`src/hw/rtl/fpr_pkg.sv`:
```
`default_nettype none

package fpr_pkg;

	localparam int unsigned CFG_IDX_W  = 2;
	localparam int unsigned CFG_DATA_W = 16;

	localparam logic [CFG_IDX_W-1:0] REG_TIMEOUT_TICKS = 2'd0;
	localparam logic [CFG_IDX_W-1:0] REG_MIN_LENGTH    = 2'd1;

	localparam logic [15:0] TIMEOUT_RESET = 16'd1000;
	localparam logic [7:0]  MIN_LEN_RESET = 8'd2;

	localparam logic [7:0] SYM_STX = 8'h02;
	localparam logic [7:0] SYM_ETX = 8'h03;
	localparam logic [7:0] SYM_ENQ = 8'h05;
	localparam logic [7:0] SYM_ACK = 8'h06;
	localparam logic [7:0] SYM_NAK = 8'h15;

	localparam logic [8:0] POS_PROTO   = 9'd1;
	localparam logic [8:0] POS_LEN     = 9'd3;
	localparam logic [8:0] END_BASE    = 9'd8;
	localparam logic [8:0] END_INITIAL = 9'd6;

	localparam logic [2:0] EV_NONE      = 3'd0;
	localparam logic [2:0] EV_START     = 3'd1;
	localparam logic [2:0] EV_OK        = 3'd2;
	localparam logic [2:0] EV_TIMEOUT   = 3'd3;
	localparam logic [2:0] EV_BAD_PROTO = 3'd4;
	localparam logic [2:0] EV_BAD_LEN   = 3'd5;
	localparam logic [2:0] EV_BAD_END   = 3'd6;

	typedef struct packed {
		logic       req_type;
		logic [7:0] byte_value;
	} in_item_t;

	typedef struct packed {
		logic [2:0] event_res;
		logic       byte_valid;
		logic [8:0] byte_position;
		logic [7:0] byte_out;
		logic [7:0] data_length;
		logic       receiving;
	} out_item_t;

endpackage

`default_nettype wire

```
`src/hw/rtl/framed_packet_receiver_top.sv`:
```
// Frame state updates in the same cycle an item is accepted, and its result is
// registered in the output buffer. One item per cycle is taken while in_stall is low.
// A two-entry output buffer lets input continue while a result waits to be taken.
// Reset clears the frame state and the output buffer, and sets the registers
// to timeout_ticks 1000 and min_length 2.
`default_nettype none

module framed_packet_receiver_top (
	input  wire                            clk,
	input  wire                            arst_n,
	input  wire                            in_valid,
	output logic                           in_stall,
	input  fpr_pkg::in_item_t              in_data,
	output logic                           out_valid,
	input  wire                            out_stall,
	output fpr_pkg::out_item_t             out_data,
	input  wire                            cfg_we,
	input  wire [fpr_pkg::CFG_IDX_W-1:0]   cfg_index,
	input  wire [fpr_pkg::CFG_DATA_W-1:0]  cfg_data
);
	import fpr_pkg::*;

	logic      accept;
	out_item_t result;

	assign accept = in_valid && !in_stall;

	fpr_core u_core (
		.clk       (clk),
		.arst_n    (arst_n),
		.accept    (accept),
		.item      (in_data),
		.cfg_we    (cfg_we),
		.cfg_index (cfg_index),
		.cfg_data  (cfg_data),
		.result    (result)
	);

	fpr_skid u_skid (
		.clk       (clk),
		.arst_n    (arst_n),
		.push      (accept),
		.push_data (result),
		.full      (in_stall),
		.out_valid (out_valid),
		.out_stall (out_stall),
		.out_data  (out_data)
	);

endmodule

`default_nettype wire

```
`src/hw/rtl/fpr_core.sv`:
```
`default_nettype none

module fpr_core (
	input  wire                                 clk,
	input  wire                                 arst_n,
	input  wire                                 accept,
	input  fpr_pkg::in_item_t                   item,
	input  wire                                 cfg_we,
	input  wire [fpr_pkg::CFG_IDX_W-1:0]        cfg_index,
	input  wire [fpr_pkg::CFG_DATA_W-1:0]       cfg_data,
	output fpr_pkg::out_item_t                  result
);
	import fpr_pkg::*;

	logic        in_frame_q;
	logic [8:0]  position_q;
	logic [8:0]  end_pos_q;
	logic [7:0]  payload_len_q;
	logic [15:0] elapsed_q;
	logic [15:0] timeout_q;
	logic [7:0]  min_len_q;

	logic        in_frame_d;
	logic [8:0]  position_d;
	logic [8:0]  end_pos_d;
	logic [7:0]  payload_len_d;
	logic [15:0] elapsed_d;

	always_comb begin
		logic       take;
		logic       ended;
		logic [7:0] c;
		logic [7:0] plen;

		c             = item.byte_value;
		take          = 1'b0;
		ended         = 1'b0;
		plen          = c - min_len_q;
		in_frame_d    = in_frame_q;
		position_d    = position_q;
		end_pos_d     = end_pos_q;
		payload_len_d = payload_len_q;
		elapsed_d     = elapsed_q;
		result        = '0;
		result.event_res = EV_NONE;

		if (item.req_type) begin
			if (in_frame_q) begin
				if (elapsed_q != 16'hFFFF) begin
					elapsed_d = elapsed_q + 16'd1;
				end
				if (elapsed_d >= timeout_q) begin
					result.event_res = EV_TIMEOUT;
					in_frame_d       = 1'b0;
				end
			end
		end else begin
			take = in_frame_q;
			if (!in_frame_q && c == SYM_STX) begin
				in_frame_d       = 1'b1;
				take             = 1'b1;
				position_d       = '0;
				payload_len_d    = '0;
				elapsed_d        = '0;
				end_pos_d        = END_INITIAL;
				result.event_res = EV_START;
			end
			if (take) begin
				result.byte_valid    = 1'b1;
				result.byte_position = position_d;
				result.byte_out      = c;
				if (position_d == POS_PROTO && c != SYM_ENQ && c != SYM_ACK
						&& c != SYM_NAK) begin
					in_frame_d       = 1'b0;
					result.event_res = EV_BAD_PROTO;
					ended            = 1'b1;
				end
				if (!ended && position_d == POS_LEN) begin
					if (c < min_len_q) begin
						in_frame_d       = 1'b0;
						result.event_res = EV_BAD_LEN;
						ended            = 1'b1;
					end else begin
						payload_len_d = plen;
						end_pos_d     = END_BASE + {1'b0, plen};
					end
				end
				if (!ended) begin
					if (position_d >= end_pos_d) begin
						in_frame_d       = 1'b0;
						result.event_res = (c == SYM_ETX) ? EV_OK : EV_BAD_END;
					end else begin
						position_d = position_d + 9'd1;
					end
				end
			end
		end

		result.data_length = payload_len_d;
		result.receiving   = in_frame_d;
	end

	always_ff @(posedge clk or negedge arst_n) begin
		if (!arst_n) begin
			in_frame_q    <= 1'b0;
			position_q    <= '0;
			end_pos_q     <= END_INITIAL;
			payload_len_q <= '0;
			elapsed_q     <= '0;
			timeout_q     <= TIMEOUT_RESET;
			min_len_q     <= MIN_LEN_RESET;
		end else begin
			if (accept) begin
				in_frame_q    <= in_frame_d;
				position_q    <= position_d;
				end_pos_q     <= end_pos_d;
				payload_len_q <= payload_len_d;
				elapsed_q     <= elapsed_d;
			end
			if (cfg_we) begin
				unique case (cfg_index)
					REG_TIMEOUT_TICKS: timeout_q <= cfg_data;
					REG_MIN_LENGTH:    min_len_q <= cfg_data[7:0];
					default: ;
				endcase
			end
		end
	end

endmodule

`default_nettype wire

```
`src/hw/rtl/fpr_skid.sv`:
```
`default_nettype none

module fpr_skid (
	input  wire                 clk,
	input  wire                 arst_n,
	input  wire                 push,
	input  fpr_pkg::out_item_t  push_data,
	output logic                full,
	output logic                out_valid,
	input  wire                 out_stall,
	output fpr_pkg::out_item_t  out_data
);
	import fpr_pkg::*;

	out_item_t  head_q;
	out_item_t  tail_q;
	logic [1:0] cnt_q;
	logic       pop;

	assign full      = (cnt_q == 2'd2);
	assign out_valid = (cnt_q != 2'd0);
	assign out_data  = head_q;
	assign pop       = out_valid && !out_stall;

	always_ff @(posedge clk or negedge arst_n) begin
		if (!arst_n) begin
			cnt_q <= '0;
		end else begin
			case ({push, pop})
				2'b10: cnt_q <= cnt_q + 2'd1;
				2'b01: cnt_q <= cnt_q - 2'd1;
				default: ;
			endcase
		end
	end

	always_ff @(posedge clk) begin
		case ({push, pop})
			2'b10: begin
				if (cnt_q == 2'd0) begin
					head_q <= push_data;
				end else begin
					tail_q <= push_data;
				end
			end
			2'b01: head_q <= tail_q;
			2'b11: begin
				if (cnt_q == 2'd1) begin
					head_q <= push_data;
				end else begin
					head_q <= tail_q;
					tail_q <= push_data;
				end
			end
			default: ;
		endcase
	end

endmodule

`default_nettype wire

```
`config.mk`:
```
export PLATFORM = sky130hd
export DESIGN_NAME = framed_packet_receiver_top
export DESIGN_NICKNAME = d
export VERILOG_FILES = /design/src/hw/rtl/fpr_pkg.sv /design/src/hw/rtl/framed_packet_receiver_top.sv /design/src/hw/rtl/fpr_core.sv /design/src/hw/rtl/fpr_skid.sv
export SDC_FILE = /design/constraint.sdc
export NUM_CORES = 1
export LEC_CHECK = 0
export BUFFER_PORTS_ARGS = -buffer_cell sky130_fd_sc_hd__buf_2
export CORE_ASPECT_RATIO = 1.4
export CORE_UTILIZATION = 45
export DETAILED_ROUTE_END_ITERATION = 16
export PLACE_DENSITY = 0.61
export SETUP_SLACK_MARGIN = 0.3
export SYNTH_ARGS = -nofsm -noshare
export SYNTH_HDL_FRONTEND = slang
export SYNTH_SLANG_ARGS = --single-unit
```
`constraint.sdc`:
```
create_clock -name clk -period 5.7 [get_ports clk]
set_input_delay 0 -clock clk [delete_from_list [all_inputs] [get_ports clk]]
set_output_delay 0 -clock clk [all_outputs]
set_load 0.02 [all_outputs]
```
==> results_dict.tcl, run 1 <==
set metrics [dict create \
    finalClockSkew_ns 0.009216 \
    initial_core_util_pct 46.22 \
    slew_headroom_pct 28.39 \
    cp_slowest_stage_delay_ns 0.61 \
    final_util_pct 55.58 \
    grt_pass1_wl_mm 28.90 \
    min_period_ns 5.032 \
    cp-start-kind "input pin" \
    htree_num_levels 4 \
    drc 0 \
    grt_overflow_total 0 \
    cts_made_buffers 17 \
    cts-root-buf "clkbuf_16" \
    worstSkewPairLatency_ns 0.43 \
    r2r-end "u_skid.out_data[27]" \
    synth_fp_nets 763 \
    seq_area_mm2 0.003540 \
    synthFlopType "edfxtp_1" \
    vias_per_cell 5.764 \
    nets 860 \
    crit_path_start "in_data[5]" \
    synth_top_family_by_area "compound AO/OA/AOI/OAI gates" \
    arrival_ns 5.21 \
    cts.clk_slew.worst_paths_ns 0.06 \
    fin_ws_ns 0.6675 \
    hold_viol 0 \
    fin_crit_sh_pct 88.29 \
    muxShareOfSynthArea_pct 2.585 \
    layout_common_cells "nand2_1 (74), buf_2 (63), dfrtp_1 (60), edfxtp_1 (60), ha_1 (43)" \
    post_cts_resized 0 \
    antenna_found_initial 0 \
    max_freq_mhz 198.7 \
    num_rows 54 \
    drv_cap 0 \
    synthAdderAreaFrac_pct 7.736 \
    peakVddDrop_v 0.0002611 \
    regToRegSetupSlack_ns 0.70 \
    gp_congestion 0.8276 \
    finalSetupViolations 0 \
    worst-setup-path-type "in -> reg" \
    synth_compound_area_share_pct 18.42 \
    synth_edf_count 60 \
    crit_fanout 19 \
    ctsHoldBuffers 39 \
    dr_total_vias 5724 \
    dp_hpwl_mm 12.96 \
    synth_cell_types 65 \
    synthesis.area_mm2 0.007213 \
    synth-simple-area-share_pct 15.30 \
    avgSynthCellArea_um2 10.50 \
    areaGrowthSynthToFinish_pct 20.26 \
    num-fill-cells 1346 \
    fin_setup_tns_ns 0 \
    cellPowerDensity_mw_per_mm2 439.1 \
    die_y_um 151.8 \
    cts_tree "done" \
    dp_slack_ns 0.8171 \
    io_pins 64 \
    status "complete, no violations" \
    yosysWarnings 0 \
    synth_seq_area_share_pct 49.07 \
    critPathCapture "u_skid.out_data[27]" \
    post-cts-setup-buffers 0 \
    die_w_um 109 \
    r2r-start "u_core.in_frame_q" \
    core_area_mm2 0.01561 \
    wire_per_inst_um 18.09 \
    crit_slowest_cell "nor2_1" \
    hold_slack_ns 0.004708 \
    postRouteAntennaNets 0 \
    synthArstFlopShare_pct 53.49 \
    drtPass1Iterations 5 \
    worstSetupEndpointType "flop" \
    hold_start "cfg_index[1]" \
    clock_sinks 129 \
    slew_viol_final 0 \
    crit_chain "dlygate4sd3_1 > buf_2 > nor4_4 > nand4_1 > nand2_1 > inv_1 > ha_1 > nor2b_1 > nand4_1 > a22oi_2 > nand2_2 > nor2_1 > a31oi_1 > ha_1 > a211oi_1 > o21ai_0 > a21oi_1 > nor2_1 > o21ai_0 > a221o_1" \
    wirelength_mm 17.96 \
    drive_above_1_share_pct 17.57 \
    min_path_type "in -> reg" \
    track_usage_pct 22.87 \
    port_buffers 63 \
    synthCells 687 \
    leakagePower_nw 3.724 \
    cp_data_required_time_ns 5.87 \
    synth_xor_area_share_pct 3.036 \
    grt_max_degree 70 \
    multi_input_area_mm2 0.003411 \
    grt_setup_unrepaired "no" \
    first_iter_violations 293 \
    die_area_mm2 0.01655 \
    grt_pass1_vias 5658 \
    diodes 0 \
    ff2ff_path_depth 17 \
    final_common_cell "nand2_1" \
    synth-seq-cells 129 \
    clockBufferDepth 2 \
    worst_pin_slew_ns 1.061 \
]
-- registers in the layout (all words and copies together), names as in the netlist, 2 cells and up --
register	flops
u_skid.cnt_q	2
u_core.elapsed_q	16
u_core.end_pos_q	9
u_core.payload_len_q	8
u_skid.out_data	30
u_core.timeout_q	16
u_skid.tail_q	30
u_core.min_len_q	8
u_core.position_q	9
-- stage by stage --
step / area [um2] / std cells / power, mW
after floorplan: 7213 / 687 / 2.342
after global placement: 7710 / 922 / 2.700
after detailed placement: 7710 / 922 / 2.738
after CTS: 8675 / 993 / 3.829
after global routing: 8675 / 993 / 4.031
final: 8675 / 993 / 3.809
-- report_power, final --
group          internal [mW]  leakage, nW  total, mW  switching [mW]
logic                  0.469         1.97       1.31           0.837
clock network          0.643        0.273       1.06           0.419
registers               1.32         1.48       1.44           0.119
total                   2.43         3.72       3.81            1.38
-- worst min-delay path by stage --
stage,end,slack (ns),cells after the start
after floorplan,u_core.elapsed_q[0],-0.30,0
after global placement,u_core.timeout_q[10],0.21,3
after detailed placement,u_core.timeout_q[11],0.21,3
after CTS,u_skid.tail_q[13],0.002,2
after global routing,u_skid.tail_q[13],0.02,2
final,u_core.timeout_q[9],0.005,3
-- cells in the mapped netlist (5+ instances only) --
cell type / instances / area [um2]
and2_1: 26 / 162.7
dfrtp_1: 60 / 1501
xnor2_1: 19 / 166.4
o21a_1: 8 / 60.06
nand2b_1: 7 / 43.79
a22o_1: 26 / 227.7
and3_1: 6 / 37.54
ha_1: 43 / 538.0
clkbuf_1: 23 / 86.33
nand3_1: 21 / 105.1
nor2_1: 30 / 112.6
nand2_1: 74 / 277.8
o211ai_1: 11 / 82.58
mux2_2: 13 / 146.4
o31ai_1: 6 / 45.04
nor3_1: 18 / 90.09
inv_1: 40 / 150.1
nand4_1: 10 / 62.56
a21o_1: 13 / 97.59
o21ai_0: 39 / 195.2
a211o_1: 5 / 43.79
a21oi_1: 21 / 105.1
o2bb2ai_1: 14 / 122.6
a31oi_1: 8 / 50.05
buf_2: 6 / 30.03
edfxtp_1: 60 / 1802
dfstp_2: 9 / 236.5
xor2_1: 6 / 52.55
-- cells by family (layout without fill, tap and decap cells) --
group	Yosys count	count (layout)
fa+ha+maj	44	44
buf+inv	71	181
compound gates	183	183
xor+xnor	25	25
flops	129	129
simple gates	218	218
mux	17	17
-- metal layers --
metal / global-route usage [%] / wire [um] / vias up
li1: - / - / 2735
met1: 27.16 / 7358 / 2784
met2: 39.59 / 9346 / 167
met3: 3.732 / 691 / 38
met4: 10.49 / 566 / 0
met5: 0 / 0 / -
-- critical path, delay by kind of cell --
kind	cells	cell delay, ns
AOI/OAI and AO/OA	7	1.28
and+or+nand+nor	8	2.59
adders and majority gates	2	0.52
buffers and inverters	3	0.80
-- area by class of cell --
class / instances / area share (%)
clock buffers: 19 / 4.991
multi-input cells: 487 / 39.32
inverters: 41 / 1.774
flip-flops and latches: 129 / 40.80
well taps: 196 / 2.827
clock inverters: 13 / 1.630
repair buffers: 108 / 8.654
(Power assumes the default switching activity.)
==> inputs of run 2 (changes only) <==
Settings changed: SYNTH_HIERARCHICAL from default to 1.
==> run 2 against run 1 <==
Combinational power is 39% higher. Via count up 4.2%. Power up 18%. First-iteration DRC count grew 23%. Worst hold slack better by 0.029 ns. Non-clock buffer count down 19. Sequential cell count stayed put. Wire length grew 4.4%. Worst setup slack improved by 0.13 ns. Critical path type is now reg -> reg. Synthesized area rose by 8.5%.
==> results_dict.tcl, run 2 <==
set metrics [dict create \
    arrival_ns 5.19 \
    htree_num_levels 4 \
    drc 0 \
    cts_made_buffers 17 \
    r2r-end "u_skid/out_data[27]" \
    crit_chain "inv_1 > fa_1 > a211oi_1 > o21ai_0 > a31o_2 > nand4_1 > nand3_1 > o21a_1 > ha_1 > a21o_1 > a211oi_1 > o21ai_0 > a21oi_1 > a21oi_1 > o22ai_1 > mux2_4 > a221o_1" \
    synth-simple-area-share_pct 15.00 \
    hold_slack_ns 0.03344 \
    grtUsageMet1_pct 25.28 \
    peakVddDrop_v 0.0002625 \
    postRouteAntennaNets 0 \
    worstSkewPairLatency_ns 0.42 \
    finalSetupViolations 0 \
    final_util_pct 54.08 \
    grt_max_degree 70 \
    synthCells 728 \
    wire_per_inst_um 17.98 \
    cts_tree "done" \
    fin_cells 1043 \
    synth_cell_types 66 \
    max_freq_mhz 204.0 \
    finalClockSkew_ns 0.007717 \
    met2_usage_pct 39.67 \
    diodes 0 \
    drv_cap 0 \
    dr_total_vias 5967 \
    grt_pass1_wl_mm 30.53 \
    cp_slowest_stage_delay_ns 0.53 \
    synthAdderAreaFrac_pct 7.452 \
    worst_pin_slew_ns 1.073 \
    synth_seq_area_share_pct 45.24 \
    synth_edf_count 60 \
    r2r-start "u_core/min_len_q[1]" \
    synth_fp_nets 806 \
    hold_start "in_data[7]" \
    first_iter_violations 359 \
    synth.top_cells.by_count "dfrtp_1 (60), edfxtp_1 (60), and2_1 (54), nand2_1 (49), ha_1 (45)" \
    track_usage_pct 22.30 \
    clock_sinks 129 \
    ff2ff_path_depth 17 \
    die_w_um 113.4 \
    antenna_found_initial 0 \
    num_rows 56 \
    regToRegSetupSlack_ns 0.80 \
    cellPowerDensity_mw_per_mm2 491.1 \
    critical-path-top-delay-family "compound AO/OA/AOI/OAI gates" \
    core_area_mm2 0.01689 \
    crit_slowest_cell "a21oi_1" \
    drive_above_1_share_pct 21.09 \
    total_power_mw 4.484 \
    yosysTopAreaCellShare_pct 23.03 \
    synth_compound_area_share_pct 16.98 \
    avgSynthCellArea_um2 10.75 \
    fin_setup_tns_ns 0 \
    num-fill-cells 1496 \
    layout_common_cells "buf_2 (63), dfrtp_1 (60), edfxtp_1 (60)" \
    final_common_cell "buf_2" \
    initial_core_util_pct 46.33 \
    port_buffers 63 \
    yosysWarnings 6 \
    muxShareOfSynthArea_pct 7.836 \
    min_path_type "in -> reg" \
    synth.area.top_cells "edfxtp_1 (23%), dfrtp_1 (19%), ha_1 (7.2%), mux2_4 (5.6%), and2_1 (4.3%)" \
    dp_hpwl_mm 13.64 \
    synthFlopType "edfxtp_1" \
    post-cts-setup-buffers 0 \
    grt.busiest_layer "met2" \
    crit_fanout 16 \
    cts-root-buf "clkbuf_16" \
    synth_largest_area_cell "edfxtp_1" \
    grt_setup_unrepaired "no" \
    cp_data_required_time_ns 5.98 \
    min_period_ns 4.902 \
    wirelength_mm 18.75 \
    drtPass1Iterations 5 \
    die_y_um 158.0 \
    synthArstFlopShare_pct 53.49 \
    status "complete, no violations" \
    slew_headroom_pct 26.92 \
    synth_top_family_by_area "compound AO/OA/AOI/OAI gates" \
    synthesis.area_mm2 0.007824 \
    worst-setup-path-type "reg -> reg" \
    dp_cells 994 \
    vias_per_cell 5.721 \
    nets 876 \
    whs_path_depth 2 \
    synth-seq-cells 129 \
    synth_xor_area_share_pct 3.134 \
    whs_endpoint "u_skid/tail_q[16]" \
    cp-start-kind "flop" \
    fin_crit_sh_pct 86.00 \
    clockBufferDepth 2 \
    worstSetupEndpointType "flop" \
    worst-path-buf-inv 1 \
    grt_pass1_vias 6042 \
    leakagePower_nw 3.958 \
    io_pins 64 \
    slew_viol_final 0 \
    areaGrowthSynthToFinish_pct 16.71 \
    die_area_mm2 0.01793 \
    grt_overflow_total 0 \
    cts.clk_slew.worst_paths_ns 0.06 \
    gp_congestion 0.8575 \
    grt_use_met3_pct 5.245 \
    hold_viol 0 \
]
-- run 2: cell count changes after synthesis, moves of 6 or more --
| cell | previous run | this run |
|---|---|---|
| nand2_1 | 74 | 49 |
| mux2_4 | 0 | 29 |
| xor2_1 | 6 | 12 |
| a21oi_1 | 21 | 27 |
| a22o_1 | 26 | 16 |
| a221o_1 | 4 | 30 |
| and2_1 | 26 | 54 |
| o211ai_1 | 11 | 1 |
| nor3_1 | 18 | 5 |
| a21o_1 | 13 | 7 |
| o2bb2ai_1 | 14 | 6 |
-- run 2: through the flow --
| step | area [um2] | worst slack [ns] |
|---|---|---|
| finish | 9131 | 0.7982 |
| global route | 9131 | 0.3995 |
| CTS | 9131 | 0.8492 |
| detailed placement | 8347 | 0.7745 |
| global placement | 8347 | 0.9652 |
| floorplan | 7824 | 1.277 |
-- run 2: kinds of logic (layout without fill, tap and decap cells) --
kind of cell / Yosys count / in the layout
flip-flops: 129 / 129
XOR/XNOR: 28 / 28
AND/OR/NAND/NOR: 220 / 220
multiplexers: 45 / 45
adder cells (fa/ha/maj): 46 / 46
AO/OA/AOI/OAI: 182 / 182
buffers and inverters: 78 / 161
-- run 2: worst max path at each step --
stage                                    from                   to  slack [ns]  depth (start not counted)
after CTS                 u_core/min_len_q[1]  u_skid/out_data[27]        0.85                         17
after global placement             in_data[3]  u_skid/out_data[29]        0.97                         18
after detailed placement           in_data[3]  u_skid/out_data[27]        0.77                         18
final                     u_core/min_len_q[1]  u_skid/out_data[27]        0.80                         17
after global routing      u_core/min_len_q[1]  u_skid/out_data[27]        0.40                         17
after floorplan                    in_data[3]  u_skid/out_data[28]        1.28                         20
-- run 2: cell type report --
class,count,area (um2),share of cell area [%]
clock buffers,20,456.7,5.001
clock inverters,12,157.7,1.726
inverters,40,150.1,1.644
multi-input cells,521,3984,43.63
flip-flops and latches,129,3540,38.76
well taps,232,290.3,3.179
repair buffers,89,553.0,6.056
-- run 2: routing by layer --
layer,vias to the layer above,wire length (um)
li1,2839,-
met1,2943,7965
met2,149,9629
met3,36,641
met4,0,513
met5,-,0
-- run 2: repair_timing --
item                                   4_1_cts  5_1_grt
gates resized for setup                      0        0
endpoints found under the hold margin       84        0
hold buffers                                17        0
-- run 2: where the power goes --
| group | leakage (nW) | switching (mW) | total [mW] | internal [mW] |
|---|---|---|---|---|
| sequential | 1.47 | 0.163 | 1.54 | 1.38 |
| combinational | 2.20 | 1.03 | 1.82 | 0.782 |
| clock | 0.293 | 0.413 | 1.13 | 0.712 |
| total | 3.96 | 1.61 | 4.48 | 2.87 |
